==> src/rtl/core/generational_handle_allocator_top_defines.svh <==
// Assertion macros for the handle allocator.
// Used by the top level only; clocked on clk, disabled while arst_n is low.
`ifndef GENERATIONAL_HANDLE_ALLOCATOR_TOP_DEFINES_SVH
`define GENERATIONAL_HANDLE_ALLOCATOR_TOP_DEFINES_SVH
`ifndef SYNTHESIS
`define GHA_ASSERT(lbl, prop) \
	lbl: assert property (@(posedge clk) disable iff (!arst_n) (prop)) \
	else $error("gha assertion failed");
`define GHA_ASSERT_IMP(lbl, ante, cons) \
	lbl: assert property (@(posedge clk) disable iff (!arst_n) (ante) |-> (cons)) \
	else $error("gha assertion failed");
`else
`define GHA_ASSERT(lbl, prop)
`define GHA_ASSERT_IMP(lbl, ante, cons)
`endif
`endif

==> src/rtl/core/gha_pkg.sv <==
// Shared types, constants and helpers for the handle allocator.
// No dependencies.
`timescale 1ns / 1ps
package gha_pkg;
	localparam int CAPACITY   = 1024;
	localparam int IDX_W      = $clog2(CAPACITY);
	localparam int CNT_W      = IDX_W + 1;
	localparam int VER_W      = 12;
	localparam int SCENE_W    = 16;
	localparam int CMDQ_DEPTH = 2;
	localparam int CMDQ_PTR_W = $clog2(CMDQ_DEPTH);
	localparam int CMDQ_CNT_W = CMDQ_PTR_W + 1;

	typedef enum logic [1:0] {
		OP_CREATE  = 2'd0,
		OP_DESTROY = 2'd1,
		OP_CHECK   = 2'd2,
		OP_LOOKUP  = 2'd3
	} op_t;

	typedef enum logic [1:0] {
		B_IDLE,
		B_STK,
		B_VER,
		B_OUT
	} bstate_t;

	typedef struct packed {
		logic [1:0]         opcode;
		logic [SCENE_W-1:0] handle_scene;
		logic [IDX_W-1:0]   handle_index;
		logic [VER_W-1:0]   handle_version;
	} req_t;

	typedef struct packed {
		logic               ok;
		logic [IDX_W-1:0]   out_index;
		logic [VER_W-1:0]   out_version;
		logic [SCENE_W-1:0] out_scene;
		logic [CNT_W-1:0]   live_total;
	} rsp_t;

	typedef struct packed {
		op_t              op;
		logic             scene_ok;
		logic [IDX_W-1:0] index;
		logic [VER_W-1:0] version;
	} cmd_t;

	typedef struct packed {
		logic [CNT_W-1:0] fresh_mark;
		logic [CNT_W-1:0] free_depth;
	} status_t;

	function automatic logic [VER_W-1:0] bump_version(input logic [VER_W-1:0] v);
		logic [VER_W-1:0] n;
		n = v + VER_W'(1);
		return (n == '0) ? VER_W'(1) : n;
	endfunction
endpackage

==> src/rtl/core/gha_front.sv <==
// Front end: takes request items, decodes the opcode and checks the scene.
// Depends on gha_pkg.
`timescale 1ns / 1ps
module gha_front (
	input  logic                        clk,
	input  logic                        arst_n,
	input  logic                        push,
	output logic                        full,
	input  gha_pkg::req_t               req,
	input  logic [gha_pkg::SCENE_W-1:0] scene_id,
	output logic                        cmd_valid,
	input  logic                        cmd_full,
	output gha_pkg::cmd_t               cmd
);
	logic          valid_s1;
	gha_pkg::cmd_t cmd_s1;
	logic          accept;
	logic          xfer;

	assign xfer   = valid_s1 && !cmd_full;
	assign full   = valid_s1 && cmd_full;
	assign accept = push && !full;

	always_ff @(posedge clk or negedge arst_n) begin
		if (!arst_n) begin
			valid_s1 <= 1'b0;
		end else if (accept) begin
			valid_s1 <= 1'b1;
		end else if (xfer) begin
			valid_s1 <= 1'b0;
		end
	end

	always_ff @(posedge clk) begin
		if (accept) begin
			cmd_s1 <= '{
				op:       gha_pkg::op_t'(req.opcode),
				scene_ok: (req.handle_scene == scene_id),
				index:    req.handle_index,
				version:  req.handle_version
			};
		end
	end

	assign cmd_valid = valid_s1;
	assign cmd       = cmd_s1;
endmodule

==> config.mk <==
export PLATFORM = sky130hd
export DESIGN_NAME = gha_front
export DESIGN_NICKNAME = d
export VERILOG_FILES = /design/src/rtl/core/generational_handle_allocator_top_defines.svh /design/src/rtl/core/gha_pkg.sv /design/src/rtl/core/gha_front.sv
export SDC_FILE = /design/constraint.sdc
export NUM_CORES = 1
export LEC_CHECK = 0
export BUFFER_PORTS_ARGS = -buffer_cell sky130_fd_sc_hd__buf_2
export CAP_MARGIN = 20
export CORE_MARGIN = 2
export CORE_UTILIZATION = 35
export DETAILED_ROUTE_END_ITERATION = 8
export PLACE_DENSITY = 0.84
export SLEW_MARGIN = 30
export SYNTH_ARGS = -nofsm -noshare
export SYNTH_HDL_FRONTEND = slang
export SYNTH_SLANG_ARGS = --single-unit
export TNS_END_PERCENT = 50
==> constraint.sdc <==
create_clock -name clk -period 2.5 [get_ports clk]
set_input_delay 0.375 -clock clk [delete_from_list [all_inputs] [get_ports clk]]
set_output_delay 0.375 -clock clk [all_outputs]
set_load 0.01 [all_outputs]
# ---- Word level (Yosys, flattened, before mapping)
# Index checks and enable logic that the tools add are counted.
dict set report totals {
  regBits 26
  input_bits 60
  output_inout_bits 27
  wordCells 14
}
dict set report op_classes {
  eq_ne 1
  muxes 2
  reduce_logical 6
}
# cell n
set ops {}
lappend ops {{$eq A16 B16 Y1} 1}
lappend ops {{$logic_and A1 B1 Y1} 3}
lappend ops {{$logic_not A1 Y1} 2}
lappend ops {{$mux W1} 2}
lappend ops {{$reduce_bool A2 Y1} 1}

# ---- Depth between registers and ports, before layout
dict set report logic_depth {
  ltp_word 4
  depth_mapped 3
  depth_no_buf 3
}

# ---- Worst setup path after synthesis
# Ideal clock, no wire load.
dict set report synth_path {
  path_type {reg-to-reg}
  from {register valid_s1 (netlist: cmd_valid)}
  to {register cmd_s1, in the netlist cmd[0] (enable)}
  setup_time_ns 0.410
  arrival_time_ns 1.767
  required_ns 2.090
  slack_ns 0.324
  path_stages_with_launch 3
  path_buffers 0
  period_less_slack_ns 2.176
  cell_sequence {dfrtp_1 > and2_1 > nor2b_1}
}
dict set report synth_via {
  elab_chain_cells 3
}
# item line_no
set synth_lines {}
lappend synth_lines {{start: declaration} gha_front.sv:15} ;# logic valid_s1;
lappend synth_lines {{start signal: assignment} gha_front.sv:26} ;# valid_s1 <= 1'b0;
lappend synth_lines {{start signal: assignment} gha_front.sv:28} ;# valid_s1 <= 1'b1;
lappend synth_lines {{start signal: assignment} gha_front.sv:30} ;# valid_s1 <= 1'b0;
lappend synth_lines {{$logic_and A1 B1 Y1} gha_front.sv:21} ;# assign full = valid_s1 && cmd_full;
lappend synth_lines {{net full} gha_front.sv:8} ;# output logic full,
lappend synth_lines {{$logic_not A1 Y1} gha_front.sv:22} ;# assign accept = push && !full;
lappend synth_lines {{$logic_and A1 B1 Y1} gha_front.sv:22}
lappend synth_lines {{net accept} gha_front.sv:17} ;# logic accept;
lappend synth_lines {{end signal: assignment} gha_front.sv:36} ;# cmd_s1 <= '{
lappend synth_lines {{end: declaration} gha_front.sv:16} ;# gha_pkg::cmd_t cmd_s1;
# The timed path passes the listed nets, and every way through them passes these cells.
# A chain may end at the register's enable or synchronous reset.

# ---- Worst setup path after layout
dict set report layout_path {
  from {register valid_s1 (netlist: cmd_valid)}
  to {output port full}
}
dict set report layout_via {
  elab_chain_cells 1
}
# item line_no
set layout_lines {}
lappend layout_lines {{$logic_and A1 B1 Y1} gha_front.sv:21}
lappend layout_lines {{end: declaration} gha_front.sv:8}
# Every way passes these cells.

==> flow_metrics.tcl <==
set metrics [dict create \
    grt_overflow 0 \
    vias 774 \
    ys_seq_elements 26 \
    worstPathRequired_ns 2.12 \
    top_layer "met4" \
    hold_path.class "primary input to flip-flop" \
    max_freq_mhz 719 \
    final_core_util_pct 55.4 \
    clock-sinks 26 \
    wl_met1_microns 595 \
    fin_area_sq_mm 0.00149 \
    final_nets 203 \
    syn_inst 50 \
    ctsHoldBuffers 1 \
    crit_type "flip-flop to output pin" \
    leakagePower_nw 0.656 \
    coreArea_sq_mm 0.00269 \
    drc 0 \
    die_w_microns 56.7 \
    powerDensity_mw_per_mm2 544 \
    maxSlewHeadroom_pct 79.0 \
    wl_met2_microns 1130 \
    grt_max_degree 26 \
    wl_per_cell_microns 11.7 \
    dpl-instance-area_sq_mm 0.00145 \
    syn-cell-area_sq_um 972 \
    clk_path_buf_depth 2 \
    p_switching_mw 0.172 \
    die_h_microns 56.7 \
    post_cts_buffers 0 \
    period_share_pct 55.6 \
    start_kind "flip-flop" \
    synth_area_leaders "edfxtp_1 77%, xnor2_1 14%, dfrtp_1 2.6%, nand4_1 2.6%, nor4_2 1.3%" \
    timing_hold_violations_final 0 \
    via_per_inst 4.47 \
    num_io_pins 87 \
    synth.avg_cell_area_sq_um 19.4 \
    fin_crit_ns 1.39 \
    seqPwrFrac_pct 63.1 \
    ant_nets 0 \
    track_usage_pct 13.2 \
    status "completed" \
    endpoint_kind "output pin" \
    antenna_found_initial 0 \
    sw_frac_of_total_pct 21.3 \
    post-place-ws_ns 1.10 \
    dieArea_sq_mm 0.00322 \
    num_rows 19 \
    cts_buffers 3 \
    power.clock.fraction_pct 21.4 \
    drt-total-wl_microns 2030 \
    grt_pass1_wl_microns 3130 \
    synth_seq_area_share_pct 79.8 \
    synth_cell_type_count 8 \
    drv_cap 0 \
    drive_gt1_share_pct 65.5 \
    fin_tns_setup_ns 0 \
    arrival_ns 1.02 \
    dp.final_hpwl_microns 1710 \
    dr.first_iter.drc_count 5 \
    syn_nets 110 \
    routabilityCongestion 0.676 \
    cts.clk_slew.worst_paths_ns 0.13 \
    grt_pass1_vias 810 \
    final_max_slew_viol_count 0 \
    setup_viol 0 \
    tritoncts "yes" \
    start_util_pct 36.2 \
    p_comb_share_pct 15.5 \
    portBuffers 86 \
    diodes 0 \
    first_pass_iters 3 \
    yosysWarnings 0 \
    wl_met3_microns 283 \
    cts_root_buffer "clkbuf_4" \
    ctsResizeCount 0 \
    htreeDepth 1 \
    synth_top_area_cell "edfxtp_1" \
    fin_ws_ns 1.11 \
    area_growth_pct 53.0 \
    worstSkewPairLatency_ns 0.30 \
    tightest_slew_ns 0.315 \
    crit_fanout 3 \
    ir_drop_mv 0.294 \
    synth_top_area_share_pct 77.2 \
    intPower_mw 0.637 \
    finClkSkew_ns 0.00763 \
    rsz0062_at_grt "false" \
]
## layer usage
metal | track usage [%] | vias up
li1 | - | 370
met1 | 10.8 | 347
met2 | 25.7 | 55
met3 | 5.30 | 2
met4 | 7.14 | 0
met5 | 0 | -
## Yosys cell counts
cell / instances
nand4_1: 4
or2_2: 1
dfrtp_1: 1
xnor2_1: 16
edfxtp_1: 25
nor4_2: 1
nor2b_1: 1
and2_1: 1
## path summary, 6_finish.rpt
kind | from | slack [ns] | cells after the start | end
setup / recovery | cmd_valid | 1.11 | 2 | full
setup reg to reg | cmd_valid | 1.19 | 3 | cmd[1]
hold / removal | req[15] | 0.23 | 1 | cmd[15]
max in group asynchronous | arst_n | 2.06 | 2 | cmd_valid
min in group asynchronous | arst_n | 0.36 | 2 | cmd_valid
hold reg to reg | cmd_valid | 0.67 | 2 | cmd_valid
## critical path, stage by stage (launching register included)
cell     delay (ns)
dfrtp_1        0.39
and2_1         0.18
buf_2          0.14
## sequential cells by signal, indices dropped and copies added (netlist names)
signal     count
cmd           25
cmd_valid      1
## kinds of logic after synthesis
kind of cell,Yosys count,share of synthesized area [%]
xor+xnor,16,14.4
flops,26,79.8
simple gates,8,5.79
## per-stage QoR
stage / hold slack, ns / total power, mW / instances
after floorplan: 0.0794 / 0.570 / 50
final: 0.231 / 0.809 / 173
after global routing: 0.201 / 0.853 / 173
after global placement: 0.149 / 0.641 / 168
after CTS: 0.219 / 0.822 / 173
after detailed placement: 0.152 / 0.648 / 168
## cell usage in the layout, fill, tap and decap left out, types with 3 or more instances in the layout
| cell | count |
|---|---|
| nand4_1 | 4 |
| edfxtp_1 | 25 |
| xnor2_1 | 16 |
| clkbuf_4 | 3 |
| buf_2 | 86 |
## power by group through the flow
stage               clock, mW  sequential, mW  combinational (mW)
floorplan                   0           0.535              0.0356
global placement            0           0.519               0.122
detailed placement          0           0.521               0.127
CTS                     0.183           0.511               0.128
global route            0.202           0.513               0.137
finish                  0.173           0.510               0.126
## layout make-up
cell class | count | area [sq um]
Clock buffer | 4 | 26.3
Fill cell | 243 | 1200
Multi-Input combinational cell | 24 | 199
Sequential cell | 26 | 776
Tap cell | 31 | 38.8
Timing Repair Buffer | 88 | 448
No activity file was read; power rests on OpenSTA's default activity.
