===== src/rtl/core/generational_handle_allocator_top_defines.svh =====
// Assertion macros for the handle allocator.
// Used by the top level only; clocked on clk, disabled while arst_n is low.
`ifndef GENERATIONAL_HANDLE_ALLOCATOR_TOP_DEFINES_SVH
`define GENERATIONAL_HANDLE_ALLOCATOR_TOP_DEFINES_SVH
`ifndef SYNTHESIS
`define GHA_ASSERT(lbl, prop) \
	lbl: assert property (@(posedge clk) disable iff (!arst_n) (prop)) \
	else $error("gha assertion failed");
`define GHA_ASSERT_IMP(lbl, ante, cons) \
	lbl: assert property (@(posedge clk) disable iff (!arst_n) (ante) |-> (cons)) \
	else $error("gha assertion failed");
`else
`define GHA_ASSERT(lbl, prop)
`define GHA_ASSERT_IMP(lbl, ante, cons)
`endif
`endif


===== src/rtl/core/gha_pkg.sv =====
// Shared types, constants and helpers for the handle allocator.
// No dependencies.
`timescale 1ns / 1ps
package gha_pkg;
	localparam int CAPACITY   = 1024;
	localparam int IDX_W      = $clog2(CAPACITY);
	localparam int CNT_W      = IDX_W + 1;
	localparam int VER_W      = 12;
	localparam int SCENE_W    = 16;
	localparam int CMDQ_DEPTH = 2;
	localparam int CMDQ_PTR_W = $clog2(CMDQ_DEPTH);
	localparam int CMDQ_CNT_W = CMDQ_PTR_W + 1;

	typedef enum logic [1:0] {
		OP_CREATE  = 2'd0,
		OP_DESTROY = 2'd1,
		OP_CHECK   = 2'd2,
		OP_LOOKUP  = 2'd3
	} op_t;

	typedef enum logic [1:0] {
		B_IDLE,
		B_STK,
		B_VER,
		B_OUT
	} bstate_t;

	typedef struct packed {
		logic [1:0]         opcode;
		logic [SCENE_W-1:0] handle_scene;
		logic [IDX_W-1:0]   handle_index;
		logic [VER_W-1:0]   handle_version;
	} req_t;

	typedef struct packed {
		logic               ok;
		logic [IDX_W-1:0]   out_index;
		logic [VER_W-1:0]   out_version;
		logic [SCENE_W-1:0] out_scene;
		logic [CNT_W-1:0]   live_total;
	} rsp_t;

	typedef struct packed {
		op_t              op;
		logic             scene_ok;
		logic [IDX_W-1:0] index;
		logic [VER_W-1:0] version;
	} cmd_t;

	typedef struct packed {
		logic [CNT_W-1:0] fresh_mark;
		logic [CNT_W-1:0] free_depth;
	} status_t;

	function automatic logic [VER_W-1:0] bump_version(input logic [VER_W-1:0] v);
		logic [VER_W-1:0] n;
		n = v + VER_W'(1);
		return (n == '0) ? VER_W'(1) : n;
	endfunction
endpackage


===== src/rtl/core/gha_cmdq.sv =====
// Short command queue between front end and back end.
// Depends on gha_pkg.
`timescale 1ns / 1ps
module gha_cmdq (
	input  logic          clk,
	input  logic          arst_n,
	input  logic          wr_valid,
	output logic          wr_full,
	input  gha_pkg::cmd_t wr_cmd,
	output logic          rd_valid,
	input  logic          rd_pop,
	output gha_pkg::cmd_t rd_cmd
);
	gha_pkg::cmd_t                      entry_q [gha_pkg::CMDQ_DEPTH];
	logic [gha_pkg::CMDQ_PTR_W-1:0]     wptr_q;
	logic [gha_pkg::CMDQ_PTR_W-1:0]     rptr_q;
	logic [gha_pkg::CMDQ_CNT_W-1:0]     count_q;
	logic                               do_wr;
	logic                               do_rd;

	assign wr_full  = (count_q == gha_pkg::CMDQ_CNT_W'(gha_pkg::CMDQ_DEPTH));
	assign rd_valid = (count_q != '0);
	assign do_wr    = wr_valid && !wr_full;
	assign do_rd    = rd_pop && rd_valid;
	assign rd_cmd   = entry_q[rptr_q];

	always_ff @(posedge clk or negedge arst_n) begin
		if (!arst_n) begin
			wptr_q  <= '0;
			rptr_q  <= '0;
			count_q <= '0;
		end else begin
			if (do_wr) begin
				wptr_q <= wptr_q + gha_pkg::CMDQ_PTR_W'(1);
			end
			if (do_rd) begin
				rptr_q <= rptr_q + gha_pkg::CMDQ_PTR_W'(1);
			end
			if (do_wr && !do_rd) begin
				count_q <= count_q + gha_pkg::CMDQ_CNT_W'(1);
			end else if (do_rd && !do_wr) begin
				count_q <= count_q - gha_pkg::CMDQ_CNT_W'(1);
			end
		end
	end

	always_ff @(posedge clk) begin
		if (do_wr) begin
			entry_q[wptr_q] <= wr_cmd;
		end
	end
endmodule


===== config.mk =====
export PLATFORM = sky130hd
export DESIGN_NAME = gha_cmdq
export DESIGN_NICKNAME = d
export VERILOG_FILES = /design/src/rtl/core/generational_handle_allocator_top_defines.svh /design/src/rtl/core/gha_pkg.sv /design/src/rtl/core/gha_cmdq.sv
export SDC_FILE = /design/constraint.sdc
export NUM_CORES = 1
export LEC_CHECK = 0
export ABC_AREA = 1
export BUFFER_PORTS_ARGS = -buffer_cell sky130_fd_sc_hd__buf_2
export CAP_MARGIN = 20
export CORE_UTILIZATION = 58
export CTS_BUF_LIST = sky130_fd_sc_hd__clkbuf_8
export CTS_CLUSTER_SIZE = 40
export DETAILED_ROUTE_END_ITERATION = 6
export PLACE_DENSITY = 0.87
export SYNTH_ARGS = -nofsm -noshare
export SYNTH_HDL_FRONTEND = slang
export SYNTH_SLANG_ARGS = --single-unit

===== constraint.sdc =====
create_clock -name clk -period 5.7 [get_ports clk]
set_clock_uncertainty 0.05 [all_clocks]
set_input_delay 0.57 -clock clk [delete_from_list [all_inputs] [get_ports clk]]
set_output_delay 0.57 -clock clk [all_outputs]
set_load 0.005 [all_outputs]

## After elaboration in Yosys (flattened, before gate mapping)

Memory sizes are Yosys's and may differ from the RTL's.
Cells that the tools add are included.

- Register bits after elaboration: 4
- Bits in latches: 0
- Memory bits (writable): 50
- ROM bits: 0
- Bits of input ports: 29
- Output and inout bits: 27
- Word-level logic and storage cells: 22
- Memories kept: 1

Memory list:

| name | depth | width | rd ports | clocked after Yosys merged registers in | write ports | line | RTL |
|---|---|---|---|---|---|---|---|
| entry_q | 2 | 25 | 1 | 0 | 1 | gha_cmdq.sv:14 | `gha_pkg::cmd_t entry_q [gha_pkg::CMDQ_DEPTH];` |

- $add $sub $neg: 4
- Multiply operators: 0
- Divide/modulo/power cells: 0
- Magnitude comparators: 0
- Eq/ne operators: 1
- Shift operators: 0
- Mux-type cells: 4
- Bitwise logic cells: 0
- Reduce and logical (&&, ||, !) cells: 9

Operator list:

| cell | count |
|---|---|
| logical AND 1 bit | 4 |
| 2-to-1 mux 2 bit | 2 |
| nonzero test 2 bit | 2 |
| zero test 1 bit | 3 |
| adder 1 bit (second input constant) | 2 |
| adder 2 x 1 -> 2 bit (second input constant) | 1 |
| == test 2 bit (second input constant) | 1 |
| 2-to-1 mux 1 bit | 2 |
| subtractor 2 x 1 -> 2 bit (second input constant) | 1 |

## Depth between registers and ports, before layout

Gate-level depths: netlist of the first run.

- Depth after elaboration: 7
- Depth in mapped cells: 9
- Mapped depth without buffers: 9

## Worst setup path before layout of the first run

No wires, ideal clock.

- Kind: input-to-reg
- From: input port wr_valid
- To: memory entry_q[1][0] (netlist bit), enable pin
- Setup time: 407 ps
- Data arrival time: 1,741 ps
- Data required time: 5,243 ps
- Path slack: 3,502 ps
- Stages: 2
- Buffers on the path: 0
- Path through: o21ai_0 > nor2_1

- Word-level cells in the longest chain between the ends: 3

RTL lines:

| item | line | RTL |
|---|---|---|
| start, declared | gha_cmdq.sv:7 | `input logic wr_valid,` |
| logical AND 1 bit | gha_cmdq.sv:23 | `assign do_wr = wr_valid && !wr_full;` |
| 2-to-1 mux 1 bit | gha_cmdq.sv:48 | `if (do_wr) begin` |
| 2-to-1 mux 1 bit (not written as such) | gha_cmdq.sv:49 | `entry_q[wptr_q] <= wr_cmd;` |
| end, declared | gha_cmdq.sv:14 |  |

Every way passes these cells.

==> metrics.csv, run 1 <==
stage;metric;value;unit
route;Final ANT Viol Nets;0;
die;IO Count;56;
route;Vias/cell;4.87;
clock_network;clk_lat worst skew;0.29;ns
power;Pleak;1.10;nW
sta;PnR worst setup slack;3.18;ns
layout;final cell count without fillers;267;
die;Core Region;3390;µm²
sta;Final Hold Vio Count;0;
route;router iterations before antenna repair;4;
critical_path;Req. time, crit path;5.08;ns
power;Pwr Density;468;nW/µm²
sta;setup TNS;0;ns
yosys;register bit count reported by yosys;54;
route;violation count after the first detailed-route iteration;66;
clock_network;Post-CTS Repair Setup Buffers;0;
clock_network;maximum clock insertion buffer count;2;
clock_network;CTS tree;yes;
critical_path;worst-path fanout max;27;
layout;fin util;73.1;%
clock_network;post_cts resized;0;
layout;fillers;218;
power;Worst VDD drop;294;µV
layout;layout cells sized above 1;32.1;%
yosys;Yosys cell types;17;
route;routed wire length;3270;µm
placement;dpl cells;259;
placement;I/O Buffers;55;
grt;initial antenna violation count;0;
sta;Slew headroom;35.3;%
yosys;register area share after synthesis;77.1;%
clock_network;Hold Buf Count CTS;0;
die;Core Rows;21;
critical_path;WS Path Type;reg -> out;
layout;area added between synthesis and finish;19.2;%
layout;leading cell type in the layout, fill and taps excluded;nand2_1;
placement;gpl congestion;0.823;
sta;RSZ-0062 raised after global routing;no;
sta;max-slew violations;0;
power;overall power;1.16;mW
sta;fmax;397;MHz
yosys;Syn Nets;192;
sta;fin crit share;44.2;%
clock_network;CTS H-Tree Depth;2;
grt;Congestion Overflow GR;0;
yosys;yosys warns;0;
sta;# setup viols final;0;
layout;nets@finish;250;
placement;pre-CTS setup slack;3.51;ns
flow_run;Max-cap violations;0;
clock_network;root buf cell;clkbuf_8;
hold_path;Min-Delay Path Class;in -> async;
sta;Worst-Margin Slew;0.970;ns
clock_network;total CTS buffers;5;
route;Vias;1299;
critical_path;critical path launch point type;register;
clock_network;clock sink total;54;
placement;DP Wirelength;2250;µm
clock_network;clock-pin transition on the worst setup and hold timing paths;0.08;ns
die;initial core utilization;61.3;%
placement;placed cell area;2390;µm²
die;Die Y;61.8;µm
critical_path;CP arrival;1.90;ns
layout;Final Cell Area;2480;µm²
die;Die W;61.8;µm
yosys;syn avg cell area;12.8;µm²
grt;largest net degree at the start of global routing;28;
yosys;Syn Inst Count;162;
die;Die ar.;3820;µm²
grt;Tot GR Track Use;18.3;%
layout;commonest cells after routing, fill and taps aside;83 x nand2_1, 55 x buf_2, 50 x edfxtp_1;
grt;number of global-route vias before repair;1114;
status;status;completed;
sta;minimum clock period;2.52;ns
yosys;synthesized area;2080;µm²
sta;hold slack final;0.0197;ns
route;DRC;0;
grt;first-pass GRT wire length;4630;µm
critical_path;CP Capture Type;output pin;
layout;diodes inserted;0;
route;routed len/inst;12.2;µm
-- state kept, by name (all words and copies together) (netlist names) --
name     count
wptr_q       1
rptr_q       1
count_q      2
entry_q     50
-- power by group --
part / internal (mW) / switching [mW]
Combinational: 0.149 / 0.218
Sequential: 0.543 / 0.0575
Clock: 0.0841 / 0.108
-- layer usage --
metal | global-route usage (%) | vias up | part of all wire (%)
met2 | 32.0 | 52 | 52
met4 | 13.3 | 0 | 2.8
met5 | 0 | - | 0
met3 | 4.55 | 10 | 5.6
met1 | 19.0 | 591 | 40
li1 | - | 646 | -
-- layout make-up --
| cell class | count | area, µm² | share of cell area [%] |
|---|---|---|---|
| flip-flops and latches | 54 | 1600 | 64.7 |
| multi-input cells | 95 | 397 | 16.0 |
| repair buffers | 56 | 303 | 12.2 |
| clock buffers | 5 | 68.8 | 2.78 |
| well taps | 46 | 57.6 | 2.32 |
| inverters | 8 | 32.5 | 1.31 |
| clock inverters | 3 | 16.3 | 0.657 |
-- cell usage after synthesis (all sizes together) --
master | instances | area [µm²]
nand2 | 86 | 330
o21ai | 1 | 5.00
inv | 8 | 32.5
edfxtp | 50 | 1500
nand4 | 1 | 6.26
dfrtp | 4 | 100
ha | 1 | 12.5
nand3 | 2 | 10.0
buf | 5 | 48.8
xnor2 | 1 | 8.76
nor2 | 3 | 21.3
-- cell families after synthesis --
family                     Yosys count  synth area share (%)
AOI/OAI and AO/OA                    1                 0.241
and+or+nand+nor                     92                  17.7
xor gates and xnor gates             1                 0.422
adders and majority gates            1                 0.602
buffers and inverters               13                  3.92
DFF                                 54                  77.1
-- critical path: stages (launching register included) --
cell and delay (ns):
dfrtp_1 0.97, inv_4 0.28, nand2_1 0.14, nand2_1 0.09
buf_2 0.13
-- path summary, 6_finish.rpt --
check,start,to,slack [ns],cells after the start
worst max-delay path,rptr_q,rd_cmd[8],3.18,4
worst min-delay path,arst_n,rptr_q,0.02,1
worst max register to register,count_q[1],entry_q[0][4],3.80,5
worst min register to register,wptr_q,wptr_q,0.46,2
max in group asynchronous,arst_n,count_q[0],5.46,1
min in group clk,wr_cmd[19],entry_q[1][19],0.41,1
(Power assumes the default switching activity.)
==> inputs of run 2 (changes only) <==
CORE_UTILIZATION = 48   (was 58)
PLACE_DENSITY = 0.77   (was 0.87)
clock period = 2.08 ns   (was 5.7 ns; I/O delays follow)
==> run 2 against run 1 <==
  * Critical path depth is 1 higher
  * Sequential cell count stayed put
  * Clock power grew to 3.6 times the previous value
  * Critical path type unchanged
  * Final cell count is 3.0% higher
  * Sequential share of layout area is 1.3 points lower
  * Worst hold slack better by 0.022 ns
  * Final area is 2.0% higher
  * Largest power group unchanged
==> metrics.csv, run 2 (synthesis gave the netlist of run 1 again) <==
stage;metric;value;unit;change
status;status;completed;;
layout;nets@finish;254;;+1.6%
clock_network;CTS tree;yes;;
layout;commonest cells after routing, fill and taps aside;83 x nand2_1, 55 x buf_2, 50 x edfxtp_1;;
clock_network;CTS H-Tree Depth;2;;unchanged
sta;max-slew violations;0;;unchanged
sta;RSZ-0062 raised after global routing;no;;
route;DRC;0;;unchanged
route;Final ANT Viol Nets;0;;unchanged
clock_network;clock-pin transition on the worst setup and hold timing paths;0.09;ns;about the same
sta;Slew headroom;78.1;%;+43 points
die;Core Region;4090;µm²;+21%
grt;Tot GR Track Use;15.8;%;-2.4 points
clock_network;root buf cell;clkbuf_8;;
clock_network;total CTS buffers;5;;unchanged
critical_path;WS Path Type;reg -> out;;
critical_path;RR Startpoint;count_q[1];;
sta;fmax;611;MHz;
placement;pre-CTS setup slack;0.605;ns;-2.91 ns
sta;Worst-Margin Slew;0.329;ns;-0.641 ns
route;routed len/inst;11.8;µm;-3.7%
route;violation count after the first detailed-route iteration;80;;+21%
clock_network;clk_lat worst skew;0.29;ns;about the same
sta;PnR worst setup slack;0.443;ns;-2.74 ns
sta;hold slack final;0.0415;ns;+0.0218 ns
layout;fin util;61.8;%;-11 points
grt;largest net degree at the start of global routing;27;;-3.6%
layout;fillers;328;;+50%
hold_path;HP Start;wr_cmd[11];;
sta;minimum clock period;1.64;ns;
layout;Final Cell Area;2520;µm²;+2.0%
layout;Top reg by flops;entry_q;;
placement;DP Wirelength;2220;µm;-1.0%
hold_path;Min-Delay Path Class;in -> reg;;
route;Vias/cell;4.64;;-4.6%
layout;leading cell type in the layout, fill and taps excluded;nand2_1;;
critical_path;Reg2Reg Depth;6;;+1
die;Die W;67.8;µm;+9.6%
grt;first-pass GRT wire length;5040;µm;+8.9%
hold_path;hold path endpoint;entry_q[0][11];;
clock_network;clock sink total;54;;unchanged
die;initial core utilization;50.8;%;-10 points
power;Pwr Density;1320;nW/µm²;+180%
layout;max reg flops;50;;unchanged
critical_path;reg2reg end;entry_q[0][4];;
layout;area added between synthesis and finish;21.6;%;
critical_path;R2R Setup Slk;0.61;ns;-3.19 ns
power;Pleak;1.14;nW;+3.0%
critical_path;CP Capture Type;output pin;;
layout;diodes inserted;0;;unchanged
critical_path;critical path launch point type;register;;
placement;gpl congestion;0.770;;-6.4%
sta;# setup viols final;0;;unchanged
critical_path;worst-path fanout max;26;;-3.7%
clock_network;Post-CTS Repair Setup Buffers;0;;unchanged
layout;final cell count without fillers;275;;+3.0%
grt;number of global-route vias before repair;1126;;+1.1%
route;Vias;1276;;-1.8%
flow_run;Max-cap violations;0;;unchanged
layout;largest registers;entry_q x50, count_q x2;;
sta;fin crit share;78.7;%;
die;Die ar.;4590;µm²;+20%
power;overall power;3.34;mW;+190%
sta;setup TNS;0;ns;unchanged
die;Die Y;67.8;µm;+9.6%
placement;placed cell area;2400;µm²;+0.31%
sta;Final Hold Vio Count;0;;unchanged
power;Worst VDD drop;761;µV;+160%
die;IO Count;56;;unchanged
die;Core Rows;23;;+9.5%
route;routed wire length;3240;µm;-0.77%
layout;layout cells sized above 1;32.9;%;+0.76 points
critical_path;CP arrival;1.38;ns;-0.52 ns
hold_path;Hold Path Depth;1;;
grt;initial antenna violation count;0;;unchanged
placement;I/O Buffers;55;;unchanged
route;router iterations before antenna repair;4;;unchanged
placement;dpl cells;266;;+2.7%
grt;Congestion Overflow GR;0;;unchanged
critical_path;Req. time, crit path;1.82;ns;-3.26 ns
clock_network;maximum clock insertion buffer count;2;;unchanged
run 2: cell types whose count changed in the layout (fill, tap and decap cells not counted), sizes merged:
cell	delta
buf	+3
bufinv	+1
clkinvlp	-1
clkinv	-2
dlygate4sd3	+1
inv	+1
clkbuf	+1
run 2: critical path, cell delays in order (launching register included):
cell     delay, ns
dfrtp_1       0.38
buf_4         0.19
inv_4         0.22
nand2_1       0.09
nand2_1       0.09
buf_2         0.11
run 2: timing repair:
| action | in CTS | in global routing |
|---|---|---|
| hold endpoints to repair | 4 | 0 |
| resized for setup | 0 | 0 |
| hold buffers | 1 | 0 |
| endpoints found under the setup margin | 0 | 0 |
run 2: final cells by class:
class	count	area, µm²	share of cell area (%)
tap	50	62.6	2.48
timing repair buffer	60	315	12.5
sequential	54	1600	63.4
clock inverter	2	33.8	1.34
clock buffer	6	82.6	3.27
inverter	8	32.5	1.29
multi-input combinational	95	397	15.7
run 2: worst max path at each step:
stage | start | end | slack (ns) | cells after the start
after floorplan | count_q[1] | entry_q[1][0] | 0.36 | 3
after global placement | count_q[1] | entry_q[0][19] | 0.65 | 6
after detailed placement | count_q[1] | entry_q[0][23] | 0.60 | 6
after CTS | rptr_q | rd_cmd[14] | 0.41 | 5
after global routing | rptr_q | rd_cmd[19] | 0.33 | 5
final | rptr_q | rd_cmd[14] | 0.44 | 5
run 2: power breakdown:
part | switching, mW | internal (mW) | total (mW)
clock network | 0.296 | 0.387 | 0.683
registers | 0.0757 | 1.49 | 1.56
logic | 0.675 | 0.416 | 1.09
total | 1.05 | 2.29 | 3.34
run 2: routing by layer:
metal	GRT usage (%)	vias to the layer above	wire length, µm
met5	0	-	0
met4	5.73	0	55
met2	25.1	46	1570
met3	4.90	5	194
met1	20.5	566	1420
li1	-	659	-
